`config.mk`:
```
export PLATFORM = sky130hd
export DESIGN_NAME = circular_list_engine_unit
export DESIGN_NICKNAME = d
export VERILOG_FILES = /design/src/cle_pkg.sv /design/src/circular_list_engine_unit.sv
export SDC_FILE = /design/constraint.sdc
export NUM_CORES = 1
export LEC_CHECK = 0
export BUFFER_PORTS_ARGS = -buffer_cell sky130_fd_sc_hd__buf_2
export CORE_MARGIN = 8
export CORE_UTILIZATION = 45
export CTS_BUF_LIST = sky130_fd_sc_hd__clkbuf_4
export DETAILED_ROUTE_END_ITERATION = 16
export PLACE_DENSITY = 0.63
export SKIP_CTS_REPAIR_TIMING = 1
export SYNTH_ARGS = -nofsm -noshare
export SYNTH_HDL_FRONTEND = slang
export SYNTH_SLANG_ARGS = --single-unit
```
`constraint.sdc`:
```
create_clock -name clk -period 4.8 [get_ports clk]
set_input_delay 0.96 -clock clk [delete_from_list [all_inputs] [get_ports clk]]
set_output_delay 0.96 -clock clk [all_outputs]
set_load 0.01 [all_outputs]
```
`src/cle_pkg.sv`:
```
// Shared types and constants for the circular list engine.
`timescale 1ns / 1ps
`default_nettype none

package cle_pkg;

    // Field widths fixed by the item format
    localparam int CMD_W       = 3;
    localparam int VAL_W       = 32;
    localparam int CNT_W       = 5;
    localparam int OUT_TDATA_W = 72;

    // Command codes carried on the input tuser
    typedef enum logic [CMD_W-1:0] {
        CMD_INSERT = 3'd0,
        CMD_DELETE = 3'd1,
        CMD_FWD    = 3'd2,
        CMD_BACK   = 3'd3,
        CMD_DUMP   = 3'd4
    } cmd_t;

    // Sequencer states, one-hot
    typedef enum logic [7:0] {
        ST_IDLE     = 8'b0000_0001,
        ST_INS_LINK = 8'b0000_0010,
        ST_INS_TAIL = 8'b0000_0100,
        ST_DEL_CHK  = 8'b0000_1000,
        ST_ROT      = 8'b0001_0000,
        ST_FETCH    = 8'b0010_0000,
        ST_RESULT   = 8'b0100_0000,
        ST_DUMP     = 8'b1000_0000
    } state_t;

    // One result transaction
    typedef struct packed {
        logic                    ok;
        logic signed [VAL_W-1:0] item;
        logic                    last;
        logic signed [VAL_W-1:0] head;
        logic [CNT_W-1:0]        count;
        logic                    empty;
    } res_t;

endpackage

`default_nettype wire

```
`src/circular_list_engine_unit.sv`:
```
// Circular doubly linked list held in synchronous node, next and prev memories.
//
//  channel | dir | handshake                   | payload
//  --------+-----+-----------------------------+----------------------------------------
//  s_axis  | in  | s_axis_tvalid/s_axis_tready | tuser: command; tdata: value
//  m_axis  | out | m_axis_tvalid/m_axis_tready | tdata: ok,item,head,count,empty; tlast
//
//  A delete reads and compares the entries from the head, one memory read per cycle,
//  until it finds a match or has compared every entry. The three memories share one
//  read port. One command is in work at a time; s_axis_tready is high whenever the
//  sequencer is idle, even while the last result still waits in the output register.
//  A stalled m_axis holds the dump walk in place. Reset clears the slot map, head,
//  count and control; memory contents stay undefined.
`timescale 1ns / 1ps
`default_nettype none

module circular_list_engine_unit
    import cle_pkg::*;
#(
    parameter int CAPACITY = 16
)(
    input  wire logic                    clk,
    input  wire logic                    rst_n,
    input  wire logic                    s_axis_tvalid,
    output      logic                    s_axis_tready,
    input  wire logic signed [VAL_W-1:0] s_axis_tdata,   // [31:0] value
    input  wire logic [CMD_W-1:0]        s_axis_tuser,   // [2:0] command
    output      logic                    m_axis_tvalid,
    input  wire logic                    m_axis_tready,
    output      logic [OUT_TDATA_W-1:0]  m_axis_tdata,   // [0] ok, [32:1] item_value,
                                                         // [64:33] head_value,
                                                         // [69:65] count, [70] empty_res,
                                                         // [71] zero
    output      logic                    m_axis_tlast
);

    localparam int SW = (CAPACITY > 1) ? $clog2(CAPACITY) : 1;
    localparam int CW = $clog2(CAPACITY + 1);

    // Storage
    logic signed [VAL_W-1:0] node_mem [CAPACITY];
    logic [SW-1:0]           next_mem [CAPACITY];
    logic [SW-1:0]           prev_mem [CAPACITY];

    // Control registers
    state_t                  state_reg, state_next;
    logic [SW-1:0]           head_reg, head_next;
    logic [CW-1:0]           count_reg, count_next;
    logic [CAPACITY-1:0]     used_reg, used_next;
    logic [SW-1:0]           cur_reg, cur_next;
    logic [CW-1:0]           idx_reg, idx_next;
    logic                    out_valid_reg, out_valid_next;

    // Working registers for the command in progress
    logic [SW-1:0]           slot_reg, slot_next;
    logic signed [VAL_W-1:0] val_reg, val_next;
    cmd_t                    cmd_reg, cmd_next;
    logic                    ok_reg, ok_next;
    logic signed [VAL_W-1:0] dhead_reg, dhead_next;
    res_t                    res_reg, res_next;

    // Memory read data
    logic signed [VAL_W-1:0] node_rd_reg;
    logic [SW-1:0]           next_rd_reg;
    logic [SW-1:0]           prev_rd_reg;

    // Memory port controls
    logic                    rd_en;
    logic [SW-1:0]           rd_addr;
    logic                    node_we;
    logic [SW-1:0]           node_wa;
    logic signed [VAL_W-1:0] node_wd;
    logic                    next_we;
    logic [SW-1:0]           next_wa;
    logic [SW-1:0]           next_wd;
    logic                    prev_we;
    logic [SW-1:0]           prev_wa;
    logic [SW-1:0]           prev_wd;

    logic                    s_accept;
    logic                    out_free;
    logic [SW-1:0]           free_slot;
    cmd_t                    cmd_in;
    logic                    dump_last;

    // Find the lowest free slot
    function automatic logic [SW-1:0] first_free(input logic [CAPACITY-1:0] used);
        logic [SW-1:0] slot;
        slot = '0;
        for (int k = CAPACITY - 1; k >= 0; k--) begin
            if (!used[k]) begin
                slot = SW'(k);
            end
        end
        return slot;
    endfunction

    assign s_axis_tready = (state_reg == ST_IDLE);
    assign s_accept      = s_axis_tvalid && s_axis_tready;
    assign out_free      = !out_valid_reg || m_axis_tready;
    assign free_slot     = first_free(used_reg);
    assign cmd_in        = cmd_t'(s_axis_tuser);
    assign dump_last     = ((idx_reg + CW'(1)) == count_reg);

    assign m_axis_tvalid = out_valid_reg;
    assign m_axis_tlast  = res_reg.last;
    assign m_axis_tdata  = {1'b0, res_reg.empty, res_reg.count, res_reg.head,
                            res_reg.item, res_reg.ok};

    // Sequence each command through the memories
    always_comb
    begin
        state_next     = state_reg;
        head_next      = head_reg;
        count_next     = count_reg;
        used_next      = used_reg;
        cur_next       = cur_reg;
        idx_next       = idx_reg;
        slot_next      = slot_reg;
        val_next       = val_reg;
        cmd_next       = cmd_reg;
        ok_next        = ok_reg;
        dhead_next     = dhead_reg;
        res_next       = res_reg;
        out_valid_next = out_valid_reg && !m_axis_tready;

        rd_en   = 1'b0;
        rd_addr = head_reg;
        node_we = 1'b0;
        node_wa = slot_reg;
        node_wd = val_reg;
        next_we = 1'b0;
        next_wa = slot_reg;
        next_wd = head_reg;
        prev_we = 1'b0;
        prev_wa = head_reg;
        prev_wd = slot_reg;

        unique case (state_reg)
            ST_IDLE:
            begin
                if (s_accept)
                begin
                    // Latch the transaction and prefetch the head entry
                    cmd_next   = cmd_in;
                    val_next   = s_axis_tdata;
                    slot_next  = free_slot;
                    ok_next    = 1'b0;
                    cur_next   = head_reg;
                    idx_next   = '0;
                    rd_en      = 1'b1;
                    rd_addr    = head_reg;
                    state_next = ST_FETCH;
                    unique case (cmd_in)
                        CMD_INSERT:
                        begin
                            if (count_reg == CW'(CAPACITY))
                            begin
                                ok_next = 1'b0;
                            end
                            else if (count_reg == '0)
                            begin
                                // First element links to itself
                                node_we              = 1'b1;
                                node_wa              = free_slot;
                                node_wd              = s_axis_tdata;
                                next_we              = 1'b1;
                                next_wa              = free_slot;
                                next_wd              = free_slot;
                                prev_we              = 1'b1;
                                prev_wa              = free_slot;
                                prev_wd              = free_slot;
                                head_next            = free_slot;
                                used_next[free_slot] = 1'b1;
                                count_next           = count_reg + CW'(1);
                                ok_next              = 1'b1;
                            end
                            else
                            begin
                                state_next = ST_INS_LINK;
                            end
                        end
                        CMD_DELETE:
                        begin
                            if (count_reg != '0)
                            begin
                                state_next = ST_DEL_CHK;
                            end
                        end
                        CMD_FWD, CMD_BACK:
                        begin
                            if (count_reg >= CW'(2))
                            begin
                                state_next = ST_ROT;
                            end
                        end
                        CMD_DUMP:
                        begin
                            if (count_reg != '0)
                            begin
                                state_next = ST_DUMP;
                            end
                        end
                        default:
                        begin
                            ok_next = 1'b0;
                        end
                    endcase
                end
            end

            ST_INS_LINK:
            begin
                // Tail now known: hook the new node after it
                next_we    = 1'b1;
                next_wa    = prev_rd_reg;
                next_wd    = slot_reg;
                prev_we    = 1'b1;
                prev_wa    = slot_reg;
                prev_wd    = prev_rd_reg;
                node_we    = 1'b1;
                node_wa    = slot_reg;
                node_wd    = val_reg;
                state_next = ST_INS_TAIL;
            end

            ST_INS_TAIL:
            begin
                // Close the ring back to the head
                next_we             = 1'b1;
                next_wa             = slot_reg;
                next_wd             = head_reg;
                prev_we             = 1'b1;
                prev_wa             = head_reg;
                prev_wd             = slot_reg;
                used_next[slot_reg] = 1'b1;
                count_next          = count_reg + CW'(1);
                ok_next             = 1'b1;
                state_next          = ST_FETCH;
            end

            ST_DEL_CHK:
            begin
                if (node_rd_reg == val_reg)
                begin
                    // Unlink the match
                    next_we            = 1'b1;
                    next_wa            = prev_rd_reg;
                    next_wd            = next_rd_reg;
                    prev_we            = 1'b1;
                    prev_wa            = next_rd_reg;
                    prev_wd            = prev_rd_reg;
                    used_next[cur_reg] = 1'b0;
                    count_next         = count_reg - CW'(1);
                    if (count_reg == CW'(1))
                    begin
                        head_next = '0;
                    end
                    else if (cur_reg == head_reg)
                    begin
                        head_next = next_rd_reg;
                    end
                    ok_next    = 1'b1;
                    state_next = ST_FETCH;
                end
                else if (dump_last)
                begin
                    state_next = ST_FETCH;
                end
                else
                begin
                    // Advance the search one link
                    idx_next = idx_reg + CW'(1);
                    cur_next = next_rd_reg;
                    rd_en    = 1'b1;
                    rd_addr  = next_rd_reg;
                end
            end

            ST_ROT:
            begin
                head_next  = (cmd_reg == CMD_FWD) ? next_rd_reg : prev_rd_reg;
                ok_next    = 1'b1;
                state_next = ST_FETCH;
            end

            ST_FETCH:
            begin
                rd_en      = 1'b1;
                rd_addr    = head_reg;
                state_next = ST_RESULT;
            end

            ST_RESULT:
            begin
                if (out_free)
                begin
                    out_valid_next = 1'b1;
                    res_next.ok    = ok_reg;
                    res_next.item  = '0;
                    res_next.last  = 1'b1;
                    res_next.head  = (count_reg != '0) ? node_rd_reg : '0;
                    res_next.count = CNT_W'(count_reg);
                    res_next.empty = (count_reg == '0);
                    state_next     = ST_IDLE;
                end
            end

            ST_DUMP:
            begin
                if (out_free)
                begin
                    // Emit one element and fetch the next
                    out_valid_next = 1'b1;
                    res_next.ok    = 1'b1;
                    res_next.item  = node_rd_reg;
                    res_next.last  = dump_last;
                    res_next.head  = (idx_reg == '0) ? node_rd_reg : dhead_reg;
                    res_next.count = CNT_W'(count_reg);
                    res_next.empty = 1'b0;
                    if (idx_reg == '0)
                    begin
                        dhead_next = node_rd_reg;
                    end
                    if (dump_last)
                    begin
                        state_next = ST_IDLE;
                    end
                    else
                    begin
                        idx_next = idx_reg + CW'(1);
                        rd_en    = 1'b1;
                        rd_addr  = next_rd_reg;
                    end
                end
            end

            default:
            begin
                state_next = ST_IDLE;
            end
        endcase
    end

    // Control state
    always_ff @(posedge clk or negedge rst_n)
    begin
        if (!rst_n)
        begin
            state_reg     <= ST_IDLE;
            head_reg      <= '0;
            count_reg     <= '0;
            used_reg      <= '0;
            cur_reg       <= '0;
            idx_reg       <= '0;
            out_valid_reg <= 1'b0;
        end
        else
        begin
            state_reg     <= state_next;
            head_reg      <= head_next;
            count_reg     <= count_next;
            used_reg      <= used_next;
            cur_reg       <= cur_next;
            idx_reg       <= idx_next;
            out_valid_reg <= out_valid_next;
        end
    end

    // Payload registers
    always_ff @(posedge clk)
    begin
        slot_reg  <= slot_next;
        val_reg   <= val_next;
        cmd_reg   <= cmd_next;
        ok_reg    <= ok_next;
        dhead_reg <= dhead_next;
        res_reg   <= res_next;
    end

    // Node, next and prev memories: one write port each, shared read address
    always_ff @(posedge clk)
    begin
        if (node_we)
        begin
            node_mem[node_wa] <= node_wd;
        end
        if (next_we)
        begin
            next_mem[next_wa] <= next_wd;
        end
        if (prev_we)
        begin
            prev_mem[prev_wa] <= prev_wd;
        end
        if (rd_en)
        begin
            node_rd_reg <= node_mem[rd_addr];
            next_rd_reg <= next_mem[rd_addr];
            prev_rd_reg <= prev_mem[rd_addr];
        end
    end

endmodule

`default_nettype wire

```
**Word level (Yosys, flattened, before mapping)**

Memories as Yosys holds them, arrays and structs flattened. A register that Yosys moved wholly into a read port is not among the register bits.
Cells that the tools add are included.
Widths: inputs -> output; s select.

- Input bits: 39
- Bits in writable memories: 640
- Flip-flop bits (word level): 187
- Memories kept: 3

- Add/sub/neg operators: 3
- Eq/ne operators: 30
- Mux-type cells: 109
- Order comparisons: 7
- Reductions and logical operators: 31
- Bitwise logic cells: 4

Memories:

| name | depth | width | read ports | clocked after Yosys merged registers in | wr ports | line | RTL |
|---|---|---|---|---|---|---|---|
| node_mem | 16 | 32 | 1 | 1 | 1 | circular_list_engine_unit.sv:41 | `logic signed [VAL_W-1:0] node_mem [CAPACITY];` |
| next_mem | 16 | 4 | 1 | 1 | 1 | circular_list_engine_unit.sv:42 | `logic [SW-1:0] next_mem [CAPACITY];` |
| prev_mem | 16 | 4 | 1 | 1 | 1 | circular_list_engine_unit.sv:43 | `logic [SW-1:0] prev_mem [CAPACITY];` |

Operator list:

| cell | number |
|---|---|
| $mux 32 | 7 |
| $mux 4 | 37 |
| $mux 72 | 2 |
| $pmux 72 s2 | 1 |
| $mux 16 | 5 |
| $mux 8 | 7 |
| $pmux 8 s7 | 1 |
| $pmux 16 s3 | 1 |
| $mux 5 | 9 |
| $pmux 4 s3 | 3 |
| $eq 32x32->1 | 1 |
| $or 16x16->16 | 2 |
| $pmux 8 s4 | 1 |
| $pmux 5 s3 | 2 |
| $mux 6 | 4 |
| $mux 1 | 20 |
| $and 16x16->16 | 1 |
| $not 16->16 | 1 |
| $pmux 4 s2 | 2 |
| $lt 4x5->1 const B | 3 |
| $ne 2x2->1 const B | 7 |
| $demux 1 s4 | 3 |
| $ge 4x1->1 const B | 3 |
| $reduce_bool 3->1 | 4 |
| other kinds (36) | 57 |

**Logic depth before layout (Yosys ltp)**

- Depth after elaboration: 26
- Gate-level depth with buffers: 13
- Mapped depth without buffers: 11

**Least setup slack after synthesis**

No wires, ideal clock.

- Path type: register to register
- Start: register state_reg[1]
- End: register res_reg (netlist bit m_axis_tdata[0]) (enable)
- Arrival: 4.158 ns
- Setup time: 0.503 ns
- Setup slack: 0.140 ns
- Period minus slack after synthesis: 4.660 ns
- Cell stages (with the launch flop): 5
- Path through: dfrtp_1 > or3_1 > nor4_2 > nand2_1 > nor2_1

- Word-level cells in the longest chain between the ends: 3

RTL lines:

| what | line | RTL |
|---|---|---|
| start, declared | circular_list_engine_unit.sv:46 | `state_t state_reg, state_next;` |
| start signal, assigned | circular_list_engine_unit.sv:360 | `state_reg <= state_next;` |
| $eq 8x7->1 or $eq 8x8->1 (tied branches) | circular_list_engine_unit.sv:139 | `unique case (state_reg)` |
| $ne 2x2->1 (no source line) or $reduce_bool 2->1 (tied branches) | n/a |  |
| $reduce_and 3->1 (no source line) * | n/a |  |
| end signal, assigned | circular_list_engine_unit.sv:378 | `res_reg <= res_next;` |
| end, declared | circular_list_engine_unit.sv:60 | `res_t res_reg, res_next;` |

Mark *: on every way between the ends. The rest lies on a longest branch, timed or not.
A chain may end at the register's enable or synchronous reset.

**Final worst setup path**

- Start: register node_rd_reg[23] (read register of node_mem)
- End: register node_rd_reg[26] (read register of node_mem) (data pin)

- Word-level cells in the longest chain between the ends: 3

RTL lines:

| what | line | RTL |
|---|---|---|
| start, declared | circular_list_engine_unit.sv:63 | `logic signed [VAL_W-1:0] node_rd_reg;` |
| $eq 32x32->1 * | circular_list_engine_unit.sv:244 | `if (node_rd_reg == val_reg)` |
| $mux 1 or $mux 4 (tied branches) | circular_list_engine_unit.sv:244 |  |
| $pmux 1 s4 or $pmux 4 s2 (tied branches) | circular_list_engine_unit.sv:139 |  |

Marked as above.

==> metrics.md <==
| Metric | Value |
|---|---|
| Setup Crit Path Kind | reg2reg |
| LEAKAGE | 13.88 nW |
| Crit path from | node_rd_reg[23] |
| Layout cell share with drive strength beyond 1 | 20.81% |
| Fin. Hold Viols | 0 |
| Residual DRC | 0 |
| Synth area leader | edfxtp_1 |
| Initial antenna violation count | 2 |
| Syn Area/Cell | 14.54 µm² |
| Pint | 0.01484 W |
| Detail Placement HPWL | 57540 µm |
| Global-route usage over all layers | 20.51% |
| Iter 0 DRT Violations | between 2000 and 2500 |
| TritonRoute pass-1 iters | 6 |
| Clock power frac | 24.9% |
| Starting Density | a little under half |
| Reg clk slew, reported paths | 0.07 ns |
| TritonCTS Buffers | 206 |
| Netlist cell types | 72 |
| Max Cap Viol | 0 |
| Critical Path RT | 5.60 ns |
| Synth top area share | between 70% and 80% |
| Routed Antenna Nets | 0 |
| Vias in the first global route | 22035 |
| Combinational power share | between 20 and 30% |
| Max reg flops | 512 |
| Number of H-tree levels | 4 |
| Reg power frac | around 46% |
| Fmax | roughly 220 MHz |
| CP Launch Type | flop |
| Switch Pwr | roughly 0.008 W |
| Worst-Margin Slew | 1.310 ns |
| Reg-to-Reg End | node_rd_reg[26] |
| Register-to-Register Path Depth | 12 |
| Die height | 295.9 µm |
| WL per Instance | about 23 µm |
| Global route total overflow | 0 |
| Global-route wire length before repair | about 140000 µm |
| Top register by number of flip-flops | node_mem |
| PwrDens | 567.7 nW/µm² |
| I/O Buffers | between 100 and 150 |
| WP buf/inv | 3 |
| Switching share of power | a little over a third |
| EDFF count, synth | 824 |
| Status | complete, no violations |
| CTS root buffer | clkbuf_4 |
| Clock latency on the worst-skew pair | 1.04 ns |
| Slew headroom | approximately an eighth |
| Seq/Total Area, Yosys | between 70% and 80% |
| IO Pins | between 100 and 150 |
| Crit path cell chain | xor2_1, nor4_1, nand4_1, buf_4, o21a_4, o21ai_4, mux2i_4, buf_12, buf_4, mux2i_1, a32oi_1, and4_1 |
| Crit-path max FO | 30 |
| Via Count | 22135 |
| WHS Endpoint | val_reg[12] |
| Worst VDD drop | 0.2750 mV |
| Hold path depth | 1 |
| Area delta synth->final | 14.02% |
| WL final | 91200 µm |
| Die area | approximately 88000 µm² |
| Netlist Area Pre-Place | 35260 µm² |
| Yosys warnings | 0 |
| Layout Cells excl Fill | 3905 |
| CP Capture Type | flop |
| Final setup fails | 0 |
| Final max-slew violation count | 0 |
| R2R Path Start | node_rd_reg[23] |
| Syn Inst Count | around 2400 |
| Largest net degree at the start of global routing | 73 |
| Setup TNS | 0 ns |
| Top Family by Delay on Critical Path | simple AND/OR/NAND/NOR gates |
| Slowest CP cell | nor4_1 |
| Hold path start | s_axis_tdata[12] |
| Final period util | 96.05% |
| Dominant synthesized flop cell | edfxtp_1 |
| CTS tree | yes |
| Final min period | 4.610 ns |
| Yosys reg bits | 867 |
| Layout Nets | 2754 |
| Top cells by area, synth | edfxtp_1 70%, nand2_1 5.9%, mux2i_1 4.6% |
| Post-Syn Nets | 2471 |
| Clock sink count | 867 |
| Gp weighted congestion | slightly below 0.9 |
| Die width | 295.9 µm |
| Reg2Reg Setup Slack | between 0.15 and 0.2 ns |
| Most used cell, CP | buf_4 |
| Worst Skew | 0.07311 ns |
| Asr flop ratio synth | approximately 5.0% |
| RSZ-0062 raised after global routing | false |
| Placed cells | between 3000 and 4000 |
| Core ar. | 77470 µm² |
| Clock Path Buffers | 3 |
| Average via count per standard cell | 5.668 |
| Hold Path Class | in2reg |
| CP Data Arrival Time | ~5.4 ns |
| Largest stage delay, worst path | 0.81 ns |
| Std cell rows | 102 |
## per-stage QoR
stage	total power [W]	hold WS [ns]	cell area [µm²]	setup slack [ns]	utilization (%)
finish	0.02283	0.1086	40200	0.1897	51.90
CTS	0.02292	-0.01727	40190	0.1414	51.88
detailed placement	0.01721	0.5073	37660	0.2026	48.62
floorplan	0.01459	0.4196	35260	0.1395	-
global placement	0.01709	0.5032	37660	0.09784	48.62
global route	0.02389	0.03022	40200	0.08199	51.90
## Yosys cell counts (all sizes together), types with 26 or more instances
cell type	n
and2	42
buf	53
nor2	86
xor2	40
mux2i	162
nand3	48
a32oi	162
mux2	34
o21ai	36
nand2	558
edfxtp	824
dfrtp	42
inv	26
clkbuf	77
and4	40
## power by group through the flow
| stage | Combinational [W] | Clock (W) | Sequential [W] |
|---|---|---|---|
| 6_report | 0.00661 | 0.00569 | 0.0105 |
| 5_1_grt | 0.00714 | 0.00619 | 0.0106 |
| 3_3_place_gp | 0.00647 | 0 | 0.0106 |
| 4_1_cts | 0.00658 | 0.00585 | 0.0105 |
| 2_1_floorplan | 0.00432 | 0 | 0.0103 |
| 3_5_place_dp | 0.00656 | 0 | 0.0106 |
## cell usage in the layout, fill, tap and decap left out, types with 8 or more instances in the layout
cell / count
a21oi_1: 21
a31oi_1: 9
a32oi_1: 162
and2_1: 42
and4_1: 40
buf_12: 21
buf_2: 112
buf_4: 72
clkbuf_4: 283
clkinv_1: 58
clkinv_2: 12
dfrtp_1: 42
edfxtp_1: 824
inv_1: 25
mux2_2: 33
mux2i_1: 161
nand2_1: 557
nand2b_1: 9
nand3_1: 48
nand4_1: 9
nor2_1: 67
nor2_4: 18
nor3_1: 10
nor4_1: 8
o21ai_0: 32
or3_1: 9
xnor2_1: 10
xor2_1: 40
## layout make-up
type                       count  area, µm²
timing repair buffer         205       1521
multi-input combinational   1401       8929
fill                        6486      37260
inverter                      28      105.1
antenna                        1      2.502
tap                         1040       1301
clock buffer                 283       2125
sequential                   867      25820
clock inverter                80      400.4
## cells by family (layout without fill, tap and decap cells)
kind of cell	Yosys count	in the layout	synth area share (%)
other	1	2	0.01063
AOI/OAI and AO/OA	291	291	6.561
adders and majority gates	6	6	0.2129
xor gates and xnor gates	50	50	1.242
muxes	196	196	5.695
DFF	867	867	73.23
and+or+nand+nor	857	857	10.88
buffers and inverters	158	596	2.175
## worst max path at each step
stage	endpoint	slack, ns	depth (start not counted)
floorplan	m_axis_tdata[0]	0.14	4
global placement	node_rd_reg[26]	0.1	11
detailed placement	node_rd_reg[10]	0.20	11
CTS	node_rd_reg[26]	0.14	11
global route	node_rd_reg[26]	0.08	12
finish	node_rd_reg[26]	0.19	12
## per-layer routing
metal / vias up / GRT usage [%] / part of all wire, %
met5: - / 0 / 0
met4: 0 / 6.768 / 2.3
met3: 133 / 4.542 / 8.4
met2: 988 / 32.65 / 46
met1: 11095 / 28.01 / 43
li1: 9919 / - / -
(Power assumes the default switching activity.)
